$ cat config.mk
export PLATFORM = sky130hd
export DESIGN_NAME = refcounted_object_table
export DESIGN_NICKNAME = d
export VERILOG_FILES = /design/src/design/rot_pkg.sv /design/src/design/refcounted_object_table.sv /design/src/design/rot_ram.sv
export SDC_FILE = /design/constraint.sdc
export NUM_CORES = 2
export LEC_CHECK = 0
export BUFFER_PORTS_ARGS = -buffer_cell sky130_fd_sc_hd__buf_2
export CORE_ASPECT_RATIO = 1.1
export CORE_MARGIN = 10
export CORE_UTILIZATION = 45
export CTS_CLUSTER_DIAMETER = 200
export DETAILED_ROUTE_END_ITERATION = 6
export GPL_TIMING_DRIVEN = 0
export PLACE_DENSITY_LB_ADDON = 0.1
export SLEW_MARGIN = 20
export SYNTH_ARGS = -nofsm -noshare
export SYNTH_HDL_FRONTEND = slang
export SYNTH_SLANG_ARGS = --single-unit
$ cat constraint.sdc
create_clock -name clock -period 10 [get_ports clock]
set_clock_uncertainty 0.05 [all_clocks]
set_input_delay 2 -clock clock [delete_from_list [all_inputs] [get_ports clock]]
set_output_delay 2 -clock clock [all_outputs]
set_load 0.01 [all_outputs]
$ cat src/design/rot_pkg.sv
// shared constants for the reference counted object table
package rot_pkg;

   // default table depth
   localparam int TABLE_ENTRIES_DEFAULT = 32;

   // field widths
   localparam int REQ_W    = 2;
   localparam int DEV_W    = 8;
   localparam int OBJ_W    = 16;
   localparam int SLOT_W   = 5;
   localparam int STATUS_W = 3;
   localparam int REFS_W   = 16;

   // one stored entry: device, object, count
   localparam int ENTRY_W = DEV_W + OBJ_W + REFS_W;

   // request codes
   localparam logic [REQ_W-1:0] REQ_GET = 2'd0;
   localparam logic [REQ_W-1:0] REQ_DUP = 2'd1;
   localparam logic [REQ_W-1:0] REQ_PUT = 2'd2;

   // result status codes
   localparam logic [STATUS_W-1:0] ST_HIT     = 3'd0;
   localparam logic [STATUS_W-1:0] ST_CLAIMED = 3'd1;
   localparam logic [STATUS_W-1:0] ST_FULL    = 3'd2;
   localparam logic [STATUS_W-1:0] ST_DONE    = 3'd3;
   localparam logic [STATUS_W-1:0] ST_LAST    = 3'd4;
   localparam logic [STATUS_W-1:0] ST_ERROR   = 3'd5;

   // saturation point of a count
   localparam logic [REFS_W-1:0] COUNT_MAX = 16'hFFFF;

endpackage

$ cat src/design/refcounted_object_table.sv
// Reference counted object table: get by device and object, dup and put by slot.
// A get scans the entries in order, reading one table entry a cycle from the ram, and a
// match ends the scan early; dup and put read the named slot directly, and rejected
// requests go straight to the reply step; any item waits while the result side stalls.
// One item at a time: the next is accepted only once the result of the last is loaded.
// Reset clears all per-entry valid bits at once, so every count reads zero; no clearing pass.
module refcounted_object_table #(
   parameter int TABLE_ENTRIES = rot_pkg::TABLE_ENTRIES_DEFAULT
) (
   input  logic                          clock,
   input  logic                          reset,
   input  logic                          req_valid,
   output logic                          req_stall,
   input  logic [rot_pkg::REQ_W-1:0]     req_type,
   input  logic [rot_pkg::DEV_W-1:0]     req_device_id,
   input  logic [rot_pkg::OBJ_W-1:0]     req_object_number,
   input  logic [rot_pkg::SLOT_W-1:0]    req_slot_index,
   output logic                          rsp_valid,
   input  logic                          rsp_stall,
   output logic [rot_pkg::SLOT_W-1:0]    rsp_slot_out,
   output logic [rot_pkg::STATUS_W-1:0]  rsp_status,
   output logic [rot_pkg::REFS_W-1:0]    rsp_ref_count_out
);
   import rot_pkg::*;

   localparam int AW    = $clog2(TABLE_ENTRIES);
   localparam int CNT_W = AW + 1;
   localparam int WSL_W = AW + SLOT_W;

   // sequencer states
   localparam logic [1:0] S_IDLE   = 2'd0;
   localparam logic [1:0] S_SCAN   = 2'd1;
   localparam logic [1:0] S_UPDATE = 2'd2;
   localparam logic [1:0] S_REPLY  = 2'd3;

   logic [1:0]               state_ff, state_in;
   logic [REQ_W-1:0]         op_ff, op_in;
   logic [DEV_W-1:0]         dev_ff, dev_in;
   logic [OBJ_W-1:0]         obj_ff, obj_in;
   logic [CNT_W-1:0]         rd_cnt_ff, rd_cnt_in;
   logic [AW-1:0]            chk_ff, chk_in;
   logic                     pend_ff, pend_in;
   logic                     hit_ff, hit_in;
   logic                     free_ff, free_in;
   logic [AW-1:0]            tgt_ff, tgt_in;
   logic [REFS_W-1:0]        hit_refs_ff, hit_refs_in;
   logic [SLOT_W-1:0]        res_slot_ff, res_slot_in;
   logic [STATUS_W-1:0]      res_status_ff, res_status_in;
   logic [REFS_W-1:0]        res_refs_ff, res_refs_in;
   logic [TABLE_ENTRIES-1:0] valid_ff, valid_in;
   logic                     rsp_valid_ff, rsp_valid_in;
   logic [SLOT_W-1:0]        rsp_slot_ff, rsp_slot_in;
   logic [STATUS_W-1:0]      rsp_status_ff, rsp_status_in;
   logic [REFS_W-1:0]        rsp_refs_ff, rsp_refs_in;

   logic                     accept;
   logic [WSL_W-1:0]         slot_wide;
   logic                     slot_in_range;
   logic                     scan_issue;
   logic                     ram_rd_en;
   logic [AW-1:0]            ram_rd_addr;
   logic [ENTRY_W-1:0]       ram_rd_data;
   logic                     ram_wr_en;
   logic [ENTRY_W-1:0]       ram_wr_data;
   logic [REFS_W-1:0]        entry_refs;
   logic                     entry_match;
   logic [REFS_W-1:0]        cur_refs;
   logic                     out_free;

   assign accept    = req_valid && !req_stall;
   assign req_stall = (state_ff != S_IDLE);
   assign out_free  = !rsp_valid_ff || !rsp_stall;

   // slot number widened so the range check works at any table depth
   assign slot_wide     = WSL_W'(req_slot_index);
   assign slot_in_range = slot_wide < WSL_W'(TABLE_ENTRIES);

   // one entry read a cycle during a scan, or the named slot at acceptance
   assign scan_issue  = (state_ff == S_SCAN) && (rd_cnt_ff < CNT_W'(TABLE_ENTRIES));
   assign ram_rd_en   = scan_issue ||
                        (accept && slot_in_range &&
                         (req_type == REQ_DUP || req_type == REQ_PUT));
   assign ram_rd_addr = scan_issue ? rd_cnt_ff[AW-1:0] : slot_wide[AW-1:0];

   // shared entry compare: an entry never written reads as free
   assign entry_refs  = valid_ff[chk_ff] ? ram_rd_data[REFS_W-1:0] : '0;
   assign entry_match = pend_ff && (entry_refs != '0) &&
                        (ram_rd_data[ENTRY_W-1 -: DEV_W] == dev_ff) &&
                        (ram_rd_data[REFS_W +: OBJ_W] == obj_ff);

   // count of the target entry at the update step
   always_comb begin
      if (op_ff == REQ_GET) begin
         cur_refs = hit_ff ? hit_refs_ff : '0;
      end else begin
         cur_refs = valid_ff[tgt_ff] ? ram_rd_data[REFS_W-1:0] : '0;
      end
   end

   // sequencer
   always_comb begin
      state_in      = state_ff;
      op_in         = op_ff;
      dev_in        = dev_ff;
      obj_in        = obj_ff;
      rd_cnt_in     = rd_cnt_ff;
      chk_in        = chk_ff;
      pend_in       = 1'b0;
      hit_in        = hit_ff;
      free_in       = free_ff;
      tgt_in        = tgt_ff;
      hit_refs_in   = hit_refs_ff;
      res_slot_in   = res_slot_ff;
      res_status_in = res_status_ff;
      res_refs_in   = res_refs_ff;
      valid_in      = valid_ff;
      rsp_valid_in  = rsp_valid_ff && rsp_stall;
      rsp_slot_in   = rsp_slot_ff;
      rsp_status_in = rsp_status_ff;
      rsp_refs_in   = rsp_refs_ff;
      ram_wr_en     = 1'b0;
      ram_wr_data   = {dev_ff, obj_ff, cur_refs};

      unique case (state_ff)
         S_IDLE: begin
            if (accept) begin
               op_in  = req_type;
               dev_in = req_device_id;
               obj_in = req_object_number;
               if (req_type == REQ_GET) begin
                  state_in  = S_SCAN;
                  rd_cnt_in = '0;
                  hit_in    = 1'b0;
                  free_in   = 1'b0;
               end else if (req_type == REQ_DUP || req_type == REQ_PUT) begin
                  if (slot_in_range) begin
                     state_in = S_UPDATE;
                     tgt_in   = slot_wide[AW-1:0];
                  end else begin
                     state_in      = S_REPLY;
                     res_slot_in   = req_slot_index;
                     res_status_in = ST_ERROR;
                     res_refs_in   = '0;
                  end
               end else begin
                  state_in      = S_REPLY;
                  res_slot_in   = '0;
                  res_status_in = ST_ERROR;
                  res_refs_in   = '0;
               end
            end
         end
         S_SCAN: begin
            // read stage
            if (scan_issue) begin
               rd_cnt_in = rd_cnt_ff + CNT_W'(1);
               chk_in    = rd_cnt_ff[AW-1:0];
               pend_in   = 1'b1;
            end
            // compare stage, a match ends the scan
            if (entry_match) begin
               hit_in      = 1'b1;
               tgt_in      = chk_ff;
               hit_refs_in = entry_refs;
               state_in    = S_UPDATE;
            end else if (pend_ff) begin
               if (!free_ff && entry_refs == '0) begin
                  free_in = 1'b1;
                  tgt_in  = chk_ff;
               end
               if (chk_ff == AW'(TABLE_ENTRIES - 1)) begin
                  state_in = S_UPDATE;
               end
            end
         end
         S_UPDATE: begin
            state_in    = S_REPLY;
            res_slot_in = SLOT_W'(tgt_ff);
            if (op_ff == REQ_GET) begin
               if (hit_ff) begin
                  if (cur_refs == COUNT_MAX) begin
                     res_status_in = ST_ERROR;
                     res_refs_in   = COUNT_MAX;
                  end else begin
                     ram_wr_en     = 1'b1;
                     ram_wr_data   = {dev_ff, obj_ff, cur_refs + REFS_W'(1)};
                     res_status_in = ST_HIT;
                     res_refs_in   = cur_refs + REFS_W'(1);
                  end
               end else if (free_ff) begin
                  ram_wr_en        = 1'b1;
                  ram_wr_data      = {dev_ff, obj_ff, REFS_W'(1)};
                  valid_in[tgt_ff] = 1'b1;
                  res_status_in    = ST_CLAIMED;
                  res_refs_in      = REFS_W'(1);
               end else begin
                  res_slot_in   = '0;
                  res_status_in = ST_FULL;
                  res_refs_in   = '0;
               end
            end else if (cur_refs == '0) begin
               res_status_in = ST_ERROR;
               res_refs_in   = '0;
            end else if (op_ff == REQ_DUP) begin
               if (cur_refs == COUNT_MAX) begin
                  res_status_in = ST_ERROR;
                  res_refs_in   = COUNT_MAX;
               end else begin
                  ram_wr_en     = 1'b1;
                  ram_wr_data   = {ram_rd_data[ENTRY_W-1:REFS_W], cur_refs + REFS_W'(1)};
                  res_status_in = ST_DONE;
                  res_refs_in   = cur_refs + REFS_W'(1);
               end
            end else begin
               // put: entry stays valid and becomes free at zero
               ram_wr_en     = 1'b1;
               ram_wr_data   = {ram_rd_data[ENTRY_W-1:REFS_W], cur_refs - REFS_W'(1)};
               res_status_in = (cur_refs == REFS_W'(1)) ? ST_LAST : ST_DONE;
               res_refs_in   = cur_refs - REFS_W'(1);
            end
         end
         S_REPLY: begin
            if (out_free) begin
               rsp_valid_in  = 1'b1;
               rsp_slot_in   = res_slot_ff;
               rsp_status_in = res_status_ff;
               rsp_refs_in   = res_refs_ff;
               state_in      = S_IDLE;
            end
         end
         default: begin
            state_in = S_IDLE;
         end
      endcase
   end

   // control registers
   always_ff @(posedge clock) begin
      if (reset) begin
         state_ff     <= S_IDLE;
         pend_ff      <= 1'b0;
         valid_ff     <= '0;
         rsp_valid_ff <= 1'b0;
      end else begin
         state_ff     <= state_in;
         pend_ff      <= pend_in;
         valid_ff     <= valid_in;
         rsp_valid_ff <= rsp_valid_in;
      end
   end

   // payload registers
   always_ff @(posedge clock) begin
      op_ff         <= op_in;
      dev_ff        <= dev_in;
      obj_ff        <= obj_in;
      rd_cnt_ff     <= rd_cnt_in;
      chk_ff        <= chk_in;
      hit_ff        <= hit_in;
      free_ff       <= free_in;
      tgt_ff        <= tgt_in;
      hit_refs_ff   <= hit_refs_in;
      res_slot_ff   <= res_slot_in;
      res_status_ff <= res_status_in;
      res_refs_ff   <= res_refs_in;
      rsp_slot_ff   <= rsp_slot_in;
      rsp_status_ff <= rsp_status_in;
      rsp_refs_ff   <= rsp_refs_in;
   end

   // entry store
   rot_ram #(
      .WIDTH (ENTRY_W),
      .DEPTH (TABLE_ENTRIES)
   ) u_entries (
      .clock   (clock),
      .wr_en   (ram_wr_en),
      .wr_addr (tgt_ff),
      .wr_data (ram_wr_data),
      .rd_en   (ram_rd_en),
      .rd_addr (ram_rd_addr),
      .rd_data (ram_rd_data)
   );

   assign rsp_valid         = rsp_valid_ff;
   assign rsp_slot_out      = rsp_slot_ff;
   assign rsp_status        = rsp_status_ff;
   assign rsp_ref_count_out = rsp_refs_ff;

   // an accepted item blocks the next one in the following cycle
   a_busy_after_accept: assert property (@(posedge clock) disable iff (reset)
      accept |=> req_stall)
      else $error("request accepted while previous item in flight");

   // a result only appears from the reply step
   a_rsp_from_reply: assert property (@(posedge clock) disable iff (reset)
      $rose(rsp_valid_ff) |-> $past(state_ff) == S_REPLY)
      else $error("result loaded outside reply step");

   // table is never read past its last entry, and is written only in the update step
   a_ram_in_range: assert property (@(posedge clock) disable iff (reset)
      (ram_rd_en |-> ram_rd_addr < AW'(TABLE_ENTRIES - 1) || ram_rd_addr == AW'(TABLE_ENTRIES - 1))
      and (ram_wr_en |-> state_ff == S_UPDATE))
      else $error("table access out of range or out of step");

   // a claimed entry is marked valid afterwards
   a_claim_sets_valid: assert property (@(posedge clock) disable iff (reset)
      (state_ff == S_UPDATE && op_ff == REQ_GET && !hit_ff && free_ff)
      |=> valid_ff[$past(tgt_ff)])
      else $error("claimed entry not marked valid");

endmodule

$ cat src/design/rot_ram.sv
// generic single write, single read ram with registered read data
module rot_ram #(
   parameter int WIDTH = 8,
   parameter int DEPTH = 32
) (
   input  logic                     clock,
   input  logic                     wr_en,
   input  logic [$clog2(DEPTH)-1:0] wr_addr,
   input  logic [WIDTH-1:0]         wr_data,
   input  logic                     rd_en,
   input  logic [$clog2(DEPTH)-1:0] rd_addr,
   output logic [WIDTH-1:0]         rd_data
);

   logic [WIDTH-1:0] mem_ff [DEPTH];
   logic [WIDTH-1:0] rd_data_ff;

   // write port
   always_ff @(posedge clock) begin
      if (wr_en) begin
         mem_ff[wr_addr] <= wr_data;
      end
   end

   // registered read port, holds when not enabled
   always_ff @(posedge clock) begin
      if (rd_en) begin
         rd_data_ff <= mem_ff[rd_addr];
      end
   end

   assign rd_data = rd_data_ff;

endmodule

# --- Word-level counts from Yosys, hierarchy flattened ---
# Memories as Yosys holds them, arrays and structs flattened. A register that Yosys moved wholly into a read port is not among the register bits.
# Cells that the tools add are included.
op_classes:
  add_sub_neg: 3
  eq_ne: 26
  order_cmp: 5
  n_mux: 92
  n_reduce_logical: 38
  bitwise_logic: 3
ops:
  columns: ["cell", "n"]
  rows:
  - ["$mux 16", 16]
  - ["$mux 40", 5]
  - ["$mux 5", 15]
  - ["$mux 3", 11]
  - ["$logic_not 16->1", 2]
  - ["$or 32x32->32", 1]
  - ["$pmux 16 s2", 1]
  - ["$mux 1", 23]
  - ["$ne 2x2->1 const B", 10]
  - ["$pmux 5 s2", 2]
  - ["$reduce_and 4->1", 5]
  - ["$lt 5x6->1 const B", 3]
  - ["$mux 6", 3]
  - ["$add 16x1->16 const B", 1]
  - ["$eq 16x1->1 const B", 1]
  - ["$eq 16x16->1", 1]
  - ["$eq 16x16->1 const B", 1]
  - ["$mux 2", 8]
  - ["$reduce_bool 16->1", 1]
  - ["$sub 16x1->16 const B", 1]
  - ["$pmux 6 s2", 1]
  - ["$bmux 1 s5", 2]
  - ["$logic_and 1x1->1", 10]
  - ["$eq 8x8->1", 1]
  - ["22 further kinds", 42]
word_totals:
  inputBits: 35
  n_memories: 1
  ff_bits: 144
  output_inout_bits: 26
  ram_bits: 1280
mem_list:
  columns: ["memory", "words", "width", "rd", "rd_clocked_by_memory_dff", "wr", "line_no", "rtl"]
  rows:
  - ["u_entries.mem_ff", 32, 40, 1, 1, 1, "rot_ram.sv:15", "logic [WIDTH-1:0] mem_ff [DEPTH];"]

# --- Depth between registers and ports, before layout ---
depth:
  word_depth: 12
  depth_mapped: 21

# --- Hierarchy ---
# A second synthesis with hierarchy kept.
unflattened:
  cells_unflattened: 3613
  hier_area_um2: 59351.9
by_module_without_submodules:
  columns: ["module", "n_inst", "cells_each", "area_each_um2"]
  rows:
  - ["rot_ram", 1, 2813, 50965.1]
  - ["refcounted_object_table", 1, 800, 8386.8]

# --- Least setup slack after synthesis ---
# Ideal clock, no wire load.
synth_path:
  path_type: "register to register"
  start: "reg tgt_ff[4]"
  end: "mem u_entries.mem_ff[21][0] in the netlist's numbering (enable)"
  setup_slack_ns: 3.309
  stages_incl_launch_ff: 17
  arrival_ns: 6.154
  synth_period_minus_slack_ns: 6.691
  cell_sequence: "edfxtp_1 -> or3b_1 -> buf_6 -> o22ai_1 -> or4_4 -> a211oi_4 -> nor2_2 -> a22oi_1 -> inv_2 -> ha_1 -> clkbuf_1 -> nand4b_4 -> nor4_4 -> a21oi_2 -> o21ai_4 -> buf_6 -> nor3_1"
synth_via:
  elab_chain_cells: 12
  word_cells_on_any_way: 14
synth_rtl:
  columns: ["item", "line_no", "rtl"]
  rows:
  - ["start, declared", "refcounted_object_table.sv:45", "logic [AW-1:0] tgt_ff, tgt_in;"]
  - ["start signal, assigned", "refcounted_object_table.sv:261", "tgt_ff <= tgt_in;"]
  - ["$bmux 1 s5", "refcounted_object_table.sv:96", "cur_refs = valid_ff[tgt_ff] ? ram_rd_data[REFS_W-1:0] : '0;"]
  - ["$mux 1 (not written as such)", "refcounted_object_table.sv:96", null]
  - ["$mux 16", "refcounted_object_table.sv:96", null]
  - ["$mux 16", "refcounted_object_table.sv:93", "if (op_ff == REQ_GET) begin"]
  - ["$eq 16x16->1", "refcounted_object_table.sv:181, refcounted_object_table.sv:205", null]
  - ["$mux 1", "refcounted_object_table.sv:181, refcounted_object_table.sv:205", null]
  - ["$mux 1", "refcounted_object_table.sv:204", "end else if (op_ff == REQ_DUP) begin"]
  - ["$mux 1", "refcounted_object_table.sv:201", "end else if (cur_refs == '0) begin"]
  - ["$mux 1", "refcounted_object_table.sv:179", "if (op_ff == REQ_GET) begin"]
  - ["$mux 1", "refcounted_object_table.sv:124", "unique case (state_ff)"]
  - ["$mux 1", "rot_ram.sv:20", "if (wr_en) begin"]
  - ["$mux 1 (not written as such)", "rot_ram.sv:21", "mem_ff[wr_addr] <= wr_data;"]
  - ["end, declared", "rot_ram.sv:15", null]
# Parallel ways exist; a longest one is shown, timed or not. The select of a mux whose other input is x is not followed.

# --- Worst setup path in the final report ---
layout_path:
  start: "reg tgt_ff[4]"
  end: "mem u_entries.mem_ff[25][25] in the netlist's numbering (enable)"
# Same word-level chain as after synthesis.

==> results_dict.tcl <==
set metrics [dict create \
    status "finished, final reports clean" \
    drive_gt1_share_pct 25.0 \
    whs_ps 367 \
    fmax_ghz 0.157 \
    maxCapViolCount 0 \
    leakagePower_nw 22.4 \
    cts_hold_buffers 0 \
    portBuffers 59 \
    dp_hpwl_um 109000 \
    grt-busiest-layer "met2" \
    synth_flop_cell "edfxtp_1" \
    setup_viol 0 \
    crit_type "reg2reg" \
    yosysTopAreaCell "edfxtp_1" \
    via_per_inst 5.94 \
    period_minus_slack_ps 6370 \
    antenna_left 0 \
    syn_avg_cell_area_um2 18.3 \
    irDropWorstVdd_uv 180 \
    grtUsageTotal_pct 21.7 \
    ios 61 \
    vias 32000 \
    hold_viol_final 0 \
    yosysWarningCount 0 \
    start_kind "flop" \
    grt_overflow_total 0 \
    syn_area_um2 58700 \
    tightest_slew_ps 1180 \
    yosysTopAreaCellShare_pct 73.1 \
    synth_edf_count 1428 \
    antenna_found_initial 5 \
    cts_resized 0 \
    routedWlPerCell_um 29.3 \
    grt_util_met2_pct 34.8 \
    drt_iter0_drc 3078 \
    cp-end-kind "flop" \
    crit_arrival_ps 6800 \
    cts-root-buf "clkbuf_16" \
    std_cell_rows 138 \
    cts_tree "built" \
    fp.dieW_um 364 \
    slew_headroom_pct 21.3 \
    crit_path_max_fanout 10 \
    synth-async-reset-ratio_pct 0 \
    grt_max_degree 41 \
    synth_area_leaders "edfxtp_1 (73%), mux4_2 (13%), nand2_1 (2.6%)" \
    met1_usage_pct 29.5 \
    muxShareOfSynthArea_pct 13.7 \
    cts_setup_buffers 0 \
    drc 0 \
    finalCritPeriodShare_pct 63.7 \
    die_area_um2 145000 \
    areaGrowthSynthToFinish_pct 16.4 \
    numCtsBuffers 150 \
    rsz0062_at_grt "no" \
    dp_cells 5123 \
    synth_common_cells "edfxtp_1 (1428), nand2_1 (410), mux4_2 (332)" \
    numClockSinks 1464 \
    htreeDepth 4 \
    fin_nets 3641 \
    wl_um 158000 \
    netlist-cell-type-count 86 \
    die_height_um 399 \
    path_clk_slew_ps 60 \
    syn-instance-count 3207 \
    powerDensity_nw_per_um2 258 \
    start_util_pct 45.4 \
    synth-xor-area-share_pct 0.672 \
    gp_congestion 0.865 \
    cp.required_ps 10430 \
    clk_path_buf_depth 3 \
    post-synth-top-count-cell "edfxtp_1" \
    hp-class "reg2reg" \
    grt_pass1_wl_um 229000 \
    layout.cells.non_filler 5390 \
    yosysSeqAreaShare_pct 74.3 \
    clock_latency_ps 790 \
    core_um2 129000 \
    synth_compound_area_share_pct 2.71 \
    grt_pass1_vias 32700 \
    synth_nets 3253 \
    yosys_register_bits 1464 \
    rrSetupSlack_ps 3630 \
    drt-pass1-iter-count 5 \
    drv_slew 0 \
    synthSimpleGateAreaFrac_pct 6.95 \
    yosys.area_share.adder_pct 0.235 \
    grtUsageMet3_pct 4.05 \
    synth_top_family_by_area "multiplexers" \
]
## worst paths after layout
| check | from | cells past startpoint | endpoint |
|---|---|---|---|
| worst min-delay path | res_refs_ff[12] | 0 | rsp_ref_count_out[12] |
| worst min register to register | res_refs_ff[12] | 0 | rsp_ref_count_out[12] |
| worst max-delay path | tgt_ff[4] | 19 | u_entries.mem_ff[25][25] |
| worst max register to register | tgt_ff[4] | 19 | u_entries.mem_ff[25][25] |
## placed cells by master, fill, tap and decap left out, types with 12 or more instances in the layout
cell | synthesis | layout
xor2_1 | 20 | 20
clkbuf_1 | 113 | 142
nand2_1 | 410 | 408
mux2i_1 | 21 | 16
buf_6 | 9 | 37
buf_16 | 0 | 15
nor3_1 | 26 | 14
buf_2 | 22 | 81
buf_4 | 2 | 71
nor3_4 | 1 | 21
nand3_1 | 220 | 219
clkinv_1 | 1 | 32
buf_8 | 0 | 62
edfxtp_1 | 1428 | 1428
nor2b_1 | 20 | 20
o21ai_0 | 67 | 67
clkinv_2 | 0 | 18
clkbuf_16 | 0 | 151
mux2_2 | 9 | 27
inv_1 | 13 | 13
a21oi_1 | 67 | 65
mux4_2 | 332 | 332
buf_1 | 30 | 28
nor3_2 | 20 | 12
nor2_1 | 100 | 100
xnor2_1 | 25 | 25
dfxtp_1 | 36 | 36
## through the flow
stage | setup WS (ps) | utilization, % | power [mW] | setup TNS (ps) | cell area [um^2]
2_1_floorplan | 3310 | - | 10.6 | 0 | 58700
3_3_place_gp | -1890 | 47.3 | 12.2 | -748480 | 61100
3_5_place_dp | 3740 | 49.3 | 12.5 | 0 | 63700
4_1_cts | 3710 | 52.9 | 17.8 | 0 | 68300
5_1_grt | 3410 | 52.9 | 18.3 | 0 | 68300
6_report | 3630 | 52.9 | 17.6 | 0 | 68300
## flip-flops by register name (all words and copies together) (netlist names), 8 cells and up
signal,cells
valid_ff,32
obj_ff,16
res_refs_ff,16
dev_ff,8
hit_refs_ff,16
u_entries.mem_ff,1280
u_entries.rd_data,40
rsp_ref_count_out,16
## metal layers
layer / vias up / wire [um] / share of wire [%]
met5: - / 0 / 0
met4: 0 / 5880 / 3.7
met3: 244 / 10900 / 6.9
met2: 1213 / 75800 / 48
met1: 16900 / 65300 / 41
li1: 13600 / - / -
## layout make-up
cell class / count / area (um^2)
antenna: 4 / 10.0
buffer: 176 / 773
clock buffer: 191 / 3950
clock inverter: 72 / 604
fill: 10200 / 60900
inverter: 17 / 63.8
multi-input combinational: 1550 / 14600
sequential: 1464 / 43600
tap: 1680 / 2100
timing repair buffer: 236 / 2530
## logic make-up after synthesis
family                   count (synthesis)
multiplexers                           383
buffers and inverters                  193
flip-flops                            1464
adder cells (fa/ha/maj)                 11
XOR/XNOR                                45
AND/OR/NAND/NOR                        873
AO/OA/AOI/OAI                          238
## critical path, stage by stage, from the launching register on
cell and delay [ps]:
edfxtp_1 480, or3_1 160, clkbuf_1 530, o22ai_1 160, o21a_4 250, a211oi_4 580, nor2_2 200, a22oi_1 570
inv_2 170, ha_1 240, clkbuf_1 290, nand4b_4 290, nor4_4 110, a21oi_2 210, o21ai_4 140, buf_6 270
nor3_2 540, buf_4 350, buf_4 240, buf_4 180
## where the power goes
group          leakage, nW  internal, mW  switching [mW]  total (mW)
clock                 2.23          2.94            2.32        5.25
sequential            13.3          7.84           0.169        8.01
combinational         6.94          1.40            2.98        4.38
total                 22.4          12.2            5.47        17.6
No activity file was read; power rests on OpenSTA's default activity.
